==> src/hw/rtl/mfa_pkg.sv <==
`default_nettype none
package mfa_pkg;

  // Data path width of every operand and result field and of the working registers.
  localparam int WORD_BITS = 64;
  localparam int CNT_W     = $clog2(WORD_BITS);

  typedef logic [WORD_BITS-1:0] word_t;

  typedef enum logic [1:0] {
    OP_ADD = 2'd0,
    OP_SUB = 2'd1,
    OP_MUL = 2'd2,
    OP_DIV = 2'd3
  } op_t;

  typedef enum logic [1:0] {
    ST_OK   = 2'd0,
    ST_DIV0 = 2'd1,
    ST_OVF  = 2'd2
  } status_t;

  // Request to the shared divide/multiply unit.
  typedef struct packed {
    logic start;
    logic is_mul;
  } unit_req_t;

  // Response from the shared unit.
  typedef struct packed {
    logic done;
    logic ovf;
  } unit_rsp_t;

endpackage
`default_nettype wire

==> src/hw/rtl/mfa_arith.sv <==
`default_nettype none
// Shared bit-serial unit: restoring division (quotient in quo, remainder in
// rem) or shift-add multiplication (product in rem, overflow flagged).
// One bit per cycle through a single adder.
module mfa_arith import mfa_pkg::*; (
  input  wire logic      clk,
  input  wire logic      rst,
  input  wire unit_req_t req,
  input  wire word_t     opx,
  input  wire word_t     opy,
  output unit_rsp_t      rsp,
  output word_t          quo,
  output word_t          rem
);

  logic             busy;
  logic             is_mul;
  logic             done;
  logic             ovf;
  logic [CNT_W-1:0] cnt;
  word_t            dvs;

  logic [WORD_BITS:0]   add_a;
  logic [WORD_BITS:0]   add_b;
  logic [WORD_BITS+1:0] add_s;

  always_comb begin
    if (is_mul) begin
      add_a = {1'b0, rem[WORD_BITS-2:0], 1'b0};
      add_b = quo[WORD_BITS-1] ? {1'b0, dvs} : '0;
      add_s = {1'b0, add_a} + {1'b0, add_b};
    end else begin
      add_a = {rem, quo[WORD_BITS-1]};
      add_b = ~{1'b0, dvs};
      add_s = {1'b0, add_a} + {1'b0, add_b} + {{(WORD_BITS+1){1'b0}}, 1'b1};
    end
  end

  always_ff @(posedge clk) begin
    if (rst) begin
      busy <= 1'b0;
      done <= 1'b0;
      ovf  <= 1'b0;
    end else begin
      done <= 1'b0;
      if (!busy && req.start) begin
        busy   <= 1'b1;
        is_mul <= req.is_mul;
        cnt    <= '0;
        rem    <= '0;
        ovf    <= 1'b0;
        quo    <= req.is_mul ? opy : opx;
        dvs    <= req.is_mul ? opx : opy;
      end else if (busy) begin
        cnt <= cnt + 1'b1;
        if (is_mul) begin
          rem <= add_s[WORD_BITS-1:0];
          quo <= {quo[WORD_BITS-2:0], 1'b0};
          ovf <= ovf | rem[WORD_BITS-1] | add_s[WORD_BITS];
        end else begin
          // Carry out of the subtract means the partial remainder covers the divisor.
          rem <= add_s[WORD_BITS+1] ? add_s[WORD_BITS-1:0] : add_a[WORD_BITS-1:0];
          quo <= {quo[WORD_BITS-2:0], add_s[WORD_BITS+1]};
        end
        if (cnt == CNT_W'(WORD_BITS - 1)) begin
          busy <= 1'b0;
          done <= 1'b1;
        end
      end
    end
  end

  assign rsp.done = done;
  assign rsp.ovf  = ovf;

  a_done_idle: assert property (@(posedge clk) disable iff (rst) done |-> !busy)
    else $error("unit done while still busy");
  a_start_busy: assert property (@(posedge clk) disable iff (rst)
    (req.start && !busy) |=> busy)
    else $error("unit did not start");
  a_div_no_ovf: assert property (@(posedge clk) disable iff (rst)
    (busy && !is_mul) |=> !ovf)
    else $error("overflow raised during division");

endmodule
`default_nettype wire
==> config.mk <==
export PLATFORM = sky130hd
export DESIGN_NAME = mfa_arith
export DESIGN_NICKNAME = d
export VERILOG_FILES = /design/src/hw/rtl/mfa_pkg.sv /design/src/hw/rtl/mfa_arith.sv
export SDC_FILE = /design/constraint.sdc
export NUM_CORES = 1
export LEC_CHECK = 0
export CAP_MARGIN = 20
export CORE_ASPECT_RATIO = 0.7
export CORE_MARGIN = 5
export CORE_UTILIZATION = 40
export DETAILED_ROUTE_END_ITERATION = 7
export DONT_BUFFER_PORTS = 1
export PLACE_DENSITY = 0.6
export SYNTH_ARGS = -nofsm -noshare
export SYNTH_HDL_FRONTEND = slang
export SYNTH_SLANG_ARGS = --single-unit
==> constraint.sdc <==
create_clock -name clk -period 9.56 [get_ports clk]
set_input_delay 1.434 -clock clk [delete_from_list [all_inputs] [get_ports clk]]
set_output_delay 1.434 -clock clk [all_outputs]
set_load 0.02 [all_outputs]
== Word level (Yosys, flattened, before mapping) ==
Index checks and enable logic that the tools add are counted.
Word-level totals
  input bits: 132
  bits in registers: 202
  logic and storage cells: 41
  output and inout port bits: 130
Operators by class
  mux-type cells: 15
  equal/unequal tests: 1
  reduce and logical (&&, ||, !) cells: 8
  add/subtract/negate cells: 4
  bitwise operators: 5
Operators by type and width (number)
  $mux W64: 8
  $add A65 B65 Y66: 1
  $add A66 B1 Y66 const B: 1
  $mux W66: 1
  $add A64 B64 Y65: 1
  $not A64 Y65: 1
  $add A6 B1 Y6 const B: 1
  $eq A6 B6 Y1 const B: 1
  $mux W6: 1
  $reduce_and A2 Y1: 3
  $mux W1: 5
  $reduce_or A3 Y1: 1
  $not A1 Y1: 2
  $or A1 B1 Y1: 2
  $reduce_bool A2 Y1: 1
  $reduce_or A2 Y1: 1
  $logic_and A1 B1 Y1: 1
  $logic_not A1 Y1: 1

== Depth between registers and ports, before layout ==
Gate-level depths: netlist of the first run.
  depth in word-level cells: 7
  depth in mapped cells: 16
  depth with buffers taken out: 16

== Worst setup path before layout of the first run ==
Ideal clock, no wire load.
  path type: input to register
  from: input req[1] (netlist name)
  to: register cnt[0], enable pin
  buffers on the path: 0
  stages on the path: 2
  setup slack: 1810 ps
  setup time: 633 ps
  arrival time: 7117 ps
  cells stage by stage: nor2_1 > nor2_1
Between the ends
  longest elaborated chain between the ends: 3
RTL lines
  start, declared: line mfa_arith.sv:8  | input wire unit_req_t req,
  $logic_and A1 B1 Y1: line mfa_arith.sv:46  | if (!busy && req.start) begin
  $reduce_bool A2 Y1 (no line)
  $reduce_and A2 Y1 (no line)
  end signal, assigned: line mfa_arith.sv:55  | cnt <= cnt + 1'b1;
  end, declared: line mfa_arith.sv:20  | logic [CNT_W-1:0] cnt;
Every way passes these cells.
A chain may end at the register's enable or synchronous reset.

== Worst setup path in the final report of the first run ==
  from: register quo[63]
  to: register rem[56], data pin
Between the ends
  longest elaborated chain between the ends: 6
RTL lines
  start, declared: line mfa_arith.sv:12  | output word_t quo,
  start signal, assigned: line mfa_arith.sv:52  | quo <= req.is_mul ? opy : opx;
  start signal, assigned: line mfa_arith.sv:58  | quo <= {quo[WORD_BITS-2:0], 1'b0};
  start signal, assigned: line mfa_arith.sv:63  | quo <= {quo[WORD_BITS-2:0], add_s[WORD_BITS+1]};
  $add A65 B65 Y66 / $mux W64 (equally long branches): line mfa_arith.sv:35, mfa_arith.sv:30
  $add A66 B1 Y66 / $add A64 B64 Y65 (equally long branches): line mfa_arith.sv:35, mfa_arith.sv:31
  $mux W66 *: line mfa_arith.sv:28  | if (is_mul) begin
  $mux W64: line mfa_arith.sv:62  | rem <= add_s[WORD_BITS+1] ? add_s[WORD_BITS-1:0] : add_a[WORD_BITS-1:0];
  $mux W64 *: line mfa_arith.sv:56  | if (is_mul) begin
  $mux W64 *: line mfa_arith.sv:54  | end else if (busy) begin
  end signal, assigned: line mfa_arith.sv:57  | rem <= add_s[WORD_BITS-1:0];
  end signal, assigned: line mfa_arith.sv:62
  end, declared: line mfa_arith.sv:13  | output word_t rem
Every way passes the cells marked *; elsewhere a longest branch is shown, timed or not. The select of a mux whose other input is x is not followed.

==> impl_results.md, run 1 <==
* Setup crit start: quo[63]$_DFFE_PP_
* FFs w/ async S/R, synth at 0%
* Sink Count at between 200 and 250
* Placed Area at around 0.018 sq mm
* Design Area, Final at between 0.015 and 0.02 sq mm
* Sequential area share after synthesis at about a third
* Routed wire length at slightly above 60 mm
* Die Area at between 0.04 and 0.05 sq mm
* Leakage power at 7.683 nW
* End of the critical path: rem[56]$_SDFFCE_PP0P_
* Max IR drop VDD at around 0.12 mV
* Clk_lat worst skew at 570 ps
* Post-CTS Setup Inserts at 0
* WL/cell at between 20 and 25 um
* Vias at approximately 16000
* Fin crit share at between 40% and 50%
* CP max FO at 55
* Global-route wire length before repair at a little over 90 mm
* Die W at around 260 um
* TritonCTS clock tree: built
* Clock slew at reported path FFs at ~70 ps
* Slowest cell on the critical path: edfxtp_1
* GRT Total Usage at around a quarter
* Fin. max-slew vios at 0
* I/O Pins at between 200 and 300
* PostCTS Resize Cnt at 0
* R2R Setup Slk at between 4000 and 5000 ps
* Area Overhead vs Synth at 7.219%
* Yosys warnings at 0
* Final Skew at between 15 and 20 ps
* DR vias/cell at between 6 and 7
* Worst setup margin at roughly 4800 ps
* Worst hold path type: reg2reg
* Largest net degree at the start of global routing at between 100 and 150
* Mapped cell area at approximately 0.018 sq mm
* Placer Congestion at just under 1
* Number of synthesized register bits at 202
* CP Capture Type: register
* Root Buffer: clkbuf_16
* Row count at between 60 and 70
* Crit path required time at 9850 ps
* Slew @ Worst Pin at 1017 ps
* RR Endpoint: rem[56]$_SDFFCE_PP0P_
* Buffer depth of the longest clock path at 3
* CP Cell Sequence: inv_2 > buf_12 > nor2_1 > ha_1 > a21oi_1 > o2111ai_1 > nand4_1 > nand3b_1 > a31oi_2 > o21ai_1 > a21boi_1 > o21ba_2 > xor2_1 > o221ai_1
* Ys flop type: edfxtp_1
* Final Setup Violations at 0
* R2r worst-path depth at 14
* Final TNS setup at 0 ps
* Placed wire-length estimate at roughly 48 mm
* Final Hold Viols at 0
* Achievable Freq at roughly 210 MHz
* Crit Path Class: reg2reg
* Nets at 2200
* Synth unique cells at 78
* H-tree levels at 1
* Post-Syn Area per Cell at 8.760 sq um
* Min Hold Slack at between 600 and 700 ps
* Initial core utilization at 40.47%
* Area of the core at 0.04364 sq mm
* Post-Syn Instances at 2016
* Worst slew margin at a little under a third
* Startpoint types: register
* CP arrival at 5050 ps
* Floorplan die height at between 150 and 200 um
* Status: complete, no violations
* Pre-CTS WS at 4449 ps
* Iteration-0 DRC Markers at 1864
* Critical Path Max Stage Delay at between 500 and 600 ps
* ANT nets after route at 0
* EDFF count, synth at slightly below 200
* Initial antenna violation count at 1
* RSZ-0062 raised after global routing: false
* Share of layout cells above drive strength 1 at approximately 8.4%
* Most frequent cells in the layout: nand2_1, edfxtp_1, o21ai_0, a21oi_1, nor2_1
* Pre-antenna DRT Iters at 5
* Tmin final at between 4000 and 5000 ps
* PD cells at approximately 180 mW/mm^2
* # DRC at 0
* # diodes at 0
* Worst r2r src: quo[63]$_DFFE_PP_
* Maximum capacitance violations at 0
* Synthesized net count at ~2300
* I/O Buffers at 0
* Most common cell after layout, fill and taps aside: nand2_1
* Total gr overflow at 0
* CTS Buf Count at 26
* Vias in the first global route at 14290
* Post-CTS Hold Buffers at 0
-- synthesized netlist by cell type, types with 5 or more instances --
master / instances / area share (%)
nand2_1: 241 / 5.1
edfxtp_1: 199 / 34
o21ai_0: 178 / 5.0
a21oi_1: 176 / 5.0
nor2_1: 152 / 3.2
ha_1: 129 / 9.1
inv_1: 100 / 2.1
clkbuf_1: 86 / 1.8
xnor2_1: 79 / 3.9
mux2i_1: 68 / 3.9
a21o_1: 65 / 2.8
mux2_2: 64 / 4.1
a31oi_1: 49 / 1.7
xor2_1: 43 / 2.1
nand3_1: 41 / 1.2
nand4_1: 34 / 1.2
o21bai_1: 33 / 1.4
buf_2: 17 / 0.48
and3_1: 16 / 0.57
o21a_1: 16 / 0.68
nor2b_1: 15 / 0.53
o211ai_1: 15 / 0.64
nor3_1: 14 / 0.40
o22ai_1: 14 / 0.50
a211oi_1: 11 / 0.47
nand2b_1: 11 / 0.39
buf_1: 9 / 0.19
o31ai_1: 9 / 0.38
o21ai_1: 8 / 0.23
a21boi_0: 7 / 0.30
a221oi_1: 7 / 0.35
buf_4: 7 / 0.30
and2_1: 6 / 0.21
and4_1: 6 / 0.30
a211o_1: 5 / 0.25
a221oi_2: 5 / 0.43
or3_1: 5 / 0.18
-- cell families (layout without fill, tap and decap cells) --
logic type / count (synthesis) / after routing / share of synthesized area (%)
and+or+nand+nor: 558 / 558 / 14.18
adders and majority gates: 131 / 131 / 9.366
buffers and inverters: 221 / 162 / 4.966
xor gates and xnor gates: 122 / 122 / 6.050
muxes: 132 / 132 / 7.935
AOI/OAI and AO/OA: 650 / 650 / 23.33
DFF: 202 / 202 / 34.18
-- area by class of cell --
type                            instances  area, sq um
Timing Repair Buffer                   12        102.6
Sequential cell                       202         6036
Tap cell                              594        743.2
Inverter                              102        382.9
Multi-Input combinational cell       1593        10780
Clock inverter                         17        221.5
Fill cell                            4287        24710
Clock buffer                           31        669.4
-- stage by stage --
| step | power (mW) | util (%) | cells |
|---|---|---|---|
| CTS | 3.338 | 43.34 | 2550 |
| global placement | 2.284 | 41.30 | 2502 |
| finish | 3.355 | 43.39 | 2551 |
| floorplan | 2.007 | - | 2016 |
| detailed placement | 2.287 | 41.30 | 2502 |
| global route | 3.512 | 43.39 | 2551 |
-- flip-flops by register name (all words and copies together) (netlist names) --
signal / flops
dvs: 64
quo: 64
rem: 64
cnt: 6
busy: 1
done: 1
is_mul: 1
ovf: 1
-- worst max-delay path, delay by kind of cell, from the launching register on --
kind	cells	cell delay, ps
adder cells (fa/ha/maj)	1	410
XOR/XNOR	1	290
buffers and inverters	2	550
flip-flops	1	570
AO/OA/AOI/OAI	7	2130
AND/OR/NAND/NOR	3	490
-- power breakdown --
group | internal, mW | switching [mW] | leakage [nW] | total [mW]
Combinational | 0.401 | 0.685 | 5.33 | 1.09
Clock | 0.614 | 0.429 | 0.431 | 1.04
Sequential | 1.07 | 0.152 | 1.92 | 1.23
Total | 2.09 | 1.27 | 7.68 | 3.36
-- metal layers --
layer	vias up	routed length, um	global-route usage [%]	part of all wire (%)
li1	7257	-	-	-
met1	7405	30220	39.90	49
met2	899	22880	30.74	37
met3	87	7543	7.594	12
met4	0	1264	4.181	2.0
met5	-	0	0	0
-- worst min path at each step --
stage / start / end / slack (ps) / cells past startpoint
4_1_cts: busy$_SDFF_PP0_ / done$_SDFF_PP0_ / 600 / 2
5_1_grt: busy$_SDFF_PP0_ / done$_SDFF_PP0_ / 620 / 2
2_1_floorplan: busy$_SDFF_PP0_ / done$_SDFF_PP0_ / 500 / 2
3_3_place_gp: busy$_SDFF_PP0_ / done$_SDFF_PP0_ / 580 / 2
6_report: busy$_SDFF_PP0_ / done$_SDFF_PP0_ / 600 / 2
3_5_place_dp: busy$_SDFF_PP0_ / done$_SDFF_PP0_ / 590 / 2
Note: power is estimated with default switching activity, not from simulation.
==> run 2, diff against run 1 <==
==> constraint.sdc (replaced) <==
create_clock -name clk -period 4.58 [get_ports clk]
set_input_delay 0.687 -clock clk [delete_from_list [all_inputs] [get_ports clk]]
set_output_delay 0.687 -clock clk [all_outputs]
set_load 0.02 [all_outputs]
==> impl_results.md, run 2 (same netlist as run 1, synthesis figures left out) <==
* Vias at 15840 (was 15650)
* Root Buffer: clkbuf_16 (unchanged)
* Final Hold Viols at 0 (unchanged)
* Worst hold path type: in2reg (was reg2reg)
* HP Start: rst (was busy$_SDFF_PP0_)
* Achievable Freq at 235.0 MHz (was 210.2 MHz)
* Largest net degree at the start of global routing at 130 (unchanged)
* Post-Layout Cell Count at 2590 (was 2551)
* Share of layout cells above drive strength 1 at 10.47% (was 8.380%)
* Placed Area at 0.01836 sq mm (was 0.01802 sq mm)
* Initial antenna violation count at 0 (was 1)
* Design Area, Final at 0.01922 sq mm (was 0.01894 sq mm)
* Buffer depth of the longest clock path at 3 (unchanged)
* Placer Congestion at 1.001 (was 0.9763)
* I/O Pins at 262 (unchanged)
* Fin crit share at 92.92% (was 49.76%)
* Final Setup Violations at 0 (unchanged)
* R2R Setup Slk at 320 ps (was 4800 ps)
* Routed wire length at 63.97 mm (was 61.91 mm)
* GRT Total Usage at 25.17% (was 24.36%)
* Status: complete, no violations (unchanged)
* Vias in the first global route at 14490 (was 14290)
* Total gr overflow at 0 (unchanged)
* # DRC at 0 (unchanged)
* DR vias/cell at 6.117 (was 6.134)
* Placed wire-length estimate at 49.84 mm (was 48.05 mm)
* TritonCTS clock tree: built (unchanged)
* Pwr Total at 7.039 mW (was 3.355 mW)
* Post-CTS Hold Buffers at 0 (unchanged)
* I/O Buffers at 0 (unchanged)
* Biggest regs: dvs (64), quo (64), rem (64) (unchanged)
* Startpoint types: register (unchanged)
* Worst r2r src: quo[63]$_DFFE_PP_ (unchanged)
* # diodes at 0 (unchanged)
* Final Skew at 12.00 ps (was 16.42 ps)
* Die W at 261.1 um (unchanged)
* Fin. max-slew vios at 0 (unchanged)
* Fill count at 4217 (was 4287)
* H-tree levels at 1 (unchanged)
* Post-CTS Setup Inserts at 0 (unchanged)
* Setup crit start: quo[63]$_DFFE_PP_ (unchanged)
* Clk_lat worst skew at 560 ps (was 570 ps)
* Pre-antenna DRT Iters at 6 (was 5)
* Tmin final at 4256 ps (was 4757 ps)
* CP max FO at 25 (was 55)
* CTS Buf Count at 25 (was 26)
* CP Capture Type: register (unchanged)
* Leakage power at 7.871 nW (was 7.683 nW)
* Iteration-0 DRC Markers at 1807 (was 1864)
* Worst slew margin at 35.39% (was 31.80%)
* PostCTS Resize Cnt at 0 (unchanged)
* Die Area at 0.04852 sq mm (unchanged)
* ANT nets after route at 0 (unchanged)
* PD cells at 366.3 mW/mm^2 (was 177.2 mW/mm^2)
* WL/cell at 24.70 um (was 24.27 um)
* Sink Count at 202 (unchanged)
* Maximum capacitance violations at 0 (unchanged)
* Final TNS setup at 0 ps (unchanged)
* RSZ-0062 raised after global routing: false (unchanged)
* Most frequent cells in the layout: nand2_1, edfxtp_1, o21ai_0, a21oi_1, nor2_1 (unchanged)
* Initial core utilization at 40.47% (unchanged)
* Most common cell after layout, fill and taps aside: nand2_1 (unchanged)
* Floorplan die height at 185.8 um (unchanged)
* CP arrival at 4520 ps (was 5050 ps)
* Max IR drop VDD at 0.2390 mV (was 0.1195 mV)
* Crit path required time at 4840 ps (was 9850 ps)
* Min Hold Slack at 200.1 ps (was 600.4 ps)
* Nets at 2241 (was 2200)
* Area Overhead vs Synth at 8.828% (was 7.219%)
* Slew @ Worst Pin at 969.2 ps (was 1017 ps)
* Area of the core at 0.04364 sq mm (unchanged)
* Dpl cells at 2545 (was 2502)
* Crit Path Class: reg2reg (unchanged)
* Clock slew at reported path FFs at 60 ps (was 70 ps)
* Global-route wire length before repair at 93.57 mm (was 91.00 mm)
* Row count at 64 (unchanged)
-- run 2: metrics by stage --
| stage | setup WS (ps) | util, % |
|---|---|---|
| 2_1_floorplan | 154.7 | - |
| 5_1_grt | 47.13 | 44.04 |
| 4_1_cts | 408.1 | 44.04 |
| 3_3_place_gp | 536.5 | 42.07 |
| 3_5_place_dp | 443.3 | 42.07 |
| 6_report | 324.3 | 44.04 |
-- run 2: layer usage --
metal  up-vias  part of all wire (%)  global-route usage [%]
li1       7336                     -                       -
met2       881                    36                   30.54
met4         0                   2.0                   4.559
met5         -                     0                       0
met1      7551                    48                   40.74
met3        76                    14                   10.09
-- run 2: final cells by class --
type                            instances  area, sq um  area share [%]
Multi-Input combinational cell       1593        10780           56.10
Sequential cell                       202         6036           31.40
Tap cell                              594        743.2           3.867
Clock buffer                           26        629.4           3.275
Timing Repair Buffer                   54        417.9           2.174
Inverter                              102        382.9           1.992
Clock inverter                         19        229.0           1.191
-- run 2: final timing paths --
| kind | endpoint | cells past startpoint |
|---|---|---|
| max | rem[51]$_SDFFCE_PP0P_ | 16 |
| min | done$_SDFF_PP0_ | 1 |
| max reg2reg | rem[51]$_SDFFCE_PP0P_ | 16 |
| min reg2reg | cnt[0]$_SDFFCE_PP0P_ | 1 |
-- run 2: worst max-delay path, cell delays in order (launching register included) --
cell      delay [ps]
edfxtp_1         400
inv_2             90
buf_4            250
buf_4            330
nor2_1            80
ha_1             420
a21oi_1          250
o21bai_1          90
a21oi_1          250
o211ai_1         130
a31o_2           250
a221oi_4         390
a21oi_1          180
o311ai_2         390
o21ai_0          160
xnor2_1          170
o22ai_1          110
-- run 2: power by group --
part	total [mW]	leakage, nW	internal, mW	switching [mW]
Sequential	2.48	1.92	2.24	0.235
Clock	2.12	0.413	1.24	0.884
Combinational	2.44	5.54	0.888	1.55
Total	7.04	7.87	4.37	2.67
==> run 3, diff against run 2 <==
--- a/config.mk
+++ b/config.mk
@@ -11,7 +11,7 @@
 export CORE_UTILIZATION = 40
 export DETAILED_ROUTE_END_ITERATION = 7
 export DONT_BUFFER_PORTS = 1
-export PLACE_DENSITY = 0.6
+export PLACE_DENSITY = 0.53
 export SYNTH_ARGS = -nofsm -noshare
 export SYNTH_HDL_FRONTEND = slang
 export SYNTH_SLANG_ARGS = --single-unit
==> impl_results.md, run 3 (same netlist as run 1, synthesis figures left out) <==
* Status: complete, no violations (unchanged)
* Fin crit share at 89.41% (was 92.92%)
* Min Hold Slack at 204.0 ps (was 200.1 ps)
* Maximum capacitance violations at 0 (unchanged)
* Pwr Total at 7.139 mW (was 7.039 mW)
* Vias at 15610 (was 15840)
* Pre-antenna DRT Iters at 6 (unchanged)
* CP Capture Type: register (unchanged)
* I/O Pins at 262 (unchanged)
* Final TNS setup at 0 ps (unchanged)
* Worst setup margin at 484.9 ps (was 324.3 ps)
* Iteration-0 DRC Markers at 1944 (was 1807)
* DR vias/cell at 6.072 (was 6.117)
* Root Buffer: clkbuf_16 (unchanged)
* Initial core utilization at 40.47% (unchanged)
* Fin. max-slew vios at 0 (unchanged)
* Share of layout cells above drive strength 1 at 9.666% (was 10.47%)
* Crit Path Class: reg2reg (unchanged)
* Post-CTS Hold Buffers at 0 (unchanged)
* Worst r2r src: rem[0]$_SDFFCE_PP0P_ (was quo[63]$_DFFE_PP_)
* R2r worst-path depth at 12 (was 16)
* Area of the core at 0.04364 sq mm (unchanged)
* TritonCTS clock tree: built (unchanged)
* Most frequent cells in the layout: nand2_1, edfxtp_1, o21ai_0, a21oi_1, nor2_1 (unchanged)
* Placer Congestion at 0.9919 (was 1.001)
* PostCTS Resize Cnt at 0 (unchanged)
* Global-route wire length before repair at 92.52 mm (was 93.57 mm)
* RR Endpoint: rem[60]$_SDFFCE_PP0P_ (was rem[51]$_SDFFCE_PP0P_)
* Final Hold Viols at 0 (unchanged)
* Placed wire-length estimate at 49.49 mm (was 49.84 mm)
* Floorplan die height at 185.8 um (unchanged)
* CP max FO at 5 (was 25)
* Fill count at 4272 (was 4217)
* HP Start: rst (unchanged)
* Die W at 261.1 um (unchanged)
* CP arrival at 4390 ps (was 4520 ps)
* WL/cell at 24.68 um (was 24.70 um)
* # diodes at 0 (unchanged)
* Worst slew margin at 36.91% (was 35.39%)
* Final Setup Violations at 0 (unchanged)
* Achievable Freq at 244.2 MHz (was 235.0 MHz)
* R2R Setup Slk at 480 ps (was 320 ps)
* Initial antenna violation count at 1 (was 0)
* Nets at 2221 (was 2241)
* Buffer depth of the longest clock path at 3 (unchanged)
* Post-CTS Setup Inserts at 0 (unchanged)
* H-tree levels at 1 (unchanged)
* Final Skew at 40.69 ps (was 12.00 ps)
* Total gr overflow at 0 (unchanged)
* ANT nets after route at 0 (unchanged)
* Clock slew at reported path FFs at 60 ps (about the same)
* Biggest regs: dvs (64), quo (64), rem (64) (unchanged)
* Most common cell after layout, fill and taps aside: nand2_1 (unchanged)
* Largest net degree at the start of global routing at 130 (unchanged)
* I/O Buffers at 0 (unchanged)
* Vias in the first global route at 14240 (was 14490)
* Slew @ Worst Pin at 946.3 ps (was 969.2 ps)
* Design Area, Final at 0.01917 sq mm (was 0.01922 sq mm)
* Tmin final at 4095 ps (was 4256 ps)
* WHS Endpoint: ovf$_SDFFE_PP0P_ (was done$_SDFF_PP0_)
* Area Overhead vs Synth at 8.551% (was 8.828%)
* Sink Count at 202 (unchanged)
* Placed Area at 0.01826 sq mm (was 0.01836 sq mm)
* Routed wire length at 63.42 mm (was 63.97 mm)
* Crit path required time at 4880 ps (was 4840 ps)
* Row count at 64 (unchanged)
* Die Area at 0.04852 sq mm (unchanged)
* CTS Buf Count at 25 (unchanged)
* PD cells at 372.4 mW/mm^2 (was 366.3 mW/mm^2)
* Max IR drop VDD at 0.2795 mV (was 0.2390 mV)
* Leakage power at 7.824 nW (was 7.871 nW)
* Hold Crit Depth at 1 (unchanged)
* RSZ-0062 raised after global routing: false (unchanged)
* Clk_lat worst skew at 590 ps (was 560 ps)
* # DRC at 0 (unchanged)
* Worst hold path type: in2reg (unchanged)
* GRT Total Usage at 25.11% (was 25.17%)
* Pre-CTS WS at 554.1 ps (was 443.3 ps)
* Startpoint types: register (unchanged)
[run 3: cell type report]
| type | instances | area [sq um] | area share (%) |
|---|---|---|---|
| Tap cell | 594 | 743.2 | 3.877 |
| Clock inverter | 19 | 280.3 | 1.462 |
| Clock buffer | 26 | 629.4 | 3.283 |
| Sequential cell | 202 | 6036 | 31.48 |
| Inverter | 102 | 382.9 | 1.997 |
| Timing Repair Buffer | 34 | 317.8 | 1.658 |
| Multi-Input combinational cell | 1593 | 10780 | 56.24 |
[run 3: routing by layer]
| layer | GRT usage (%) | routed length (um) | up-vias |
|---|---|---|---|
| li1 | - | - | 7304 |
| met1 | 41.83 | 31580 | 7345 |
| met2 | 30.45 | 22410 | 879 |
| met3 | 8.476 | 8268 | 75 |
| met4 | 4.076 | 1138 | 2 |
| met5 | 0 | 13 | - |
[run 3: critical path, stage by stage (launching register included)]
cell	delay [ps]
edfxtp_1	590
fa_1	530
a21oi_1	220
o21ai_0	190
a211oi_2	520
o211ai_2	280
a31oi_2	450
o31ai_4	130
a211oi_1	370
o31ai_1	160
xor2_1	160
mux2i_1	150
o22ai_1	100
[run 3: worst max path at each step]
stage	start	endpoint	cells after the start
global route	quo[63]$_DFFE_PP_	rem[58]$_SDFFCE_PP0P_	15
finish	rem[0]$_SDFFCE_PP0P_	rem[60]$_SDFFCE_PP0P_	12
global placement	quo[63]$_DFFE_PP_	rem[58]$_SDFFCE_PP0P_	15
detailed placement	quo[63]$_DFFE_PP_	rem[56]$_SDFFCE_PP0P_	15
CTS	quo[63]$_DFFE_PP_	rem[56]$_SDFFCE_PP0P_	15
floorplan	req[1]	dvs[0]$_DFFE_PP_	4
[run 3: per-stage QoR]
step           std cells  util, %
2_1_floorplan       2016        -
3_3_place_gp        2525    41.84
5_1_grt             2570    43.93
4_1_cts             2570    43.93
6_report            2570    43.93
3_5_place_dp        2525    41.84
[run 3: report_power, final]
group,internal (mW),switching [mW],leakage [nW],total (mW)
sequential,2.24,0.283,1.92,2.52
combinational,0.878,1.48,5.46,2.36
clock,1.35,0.905,0.446,2.26
total,4.47,2.67,7.82,7.14
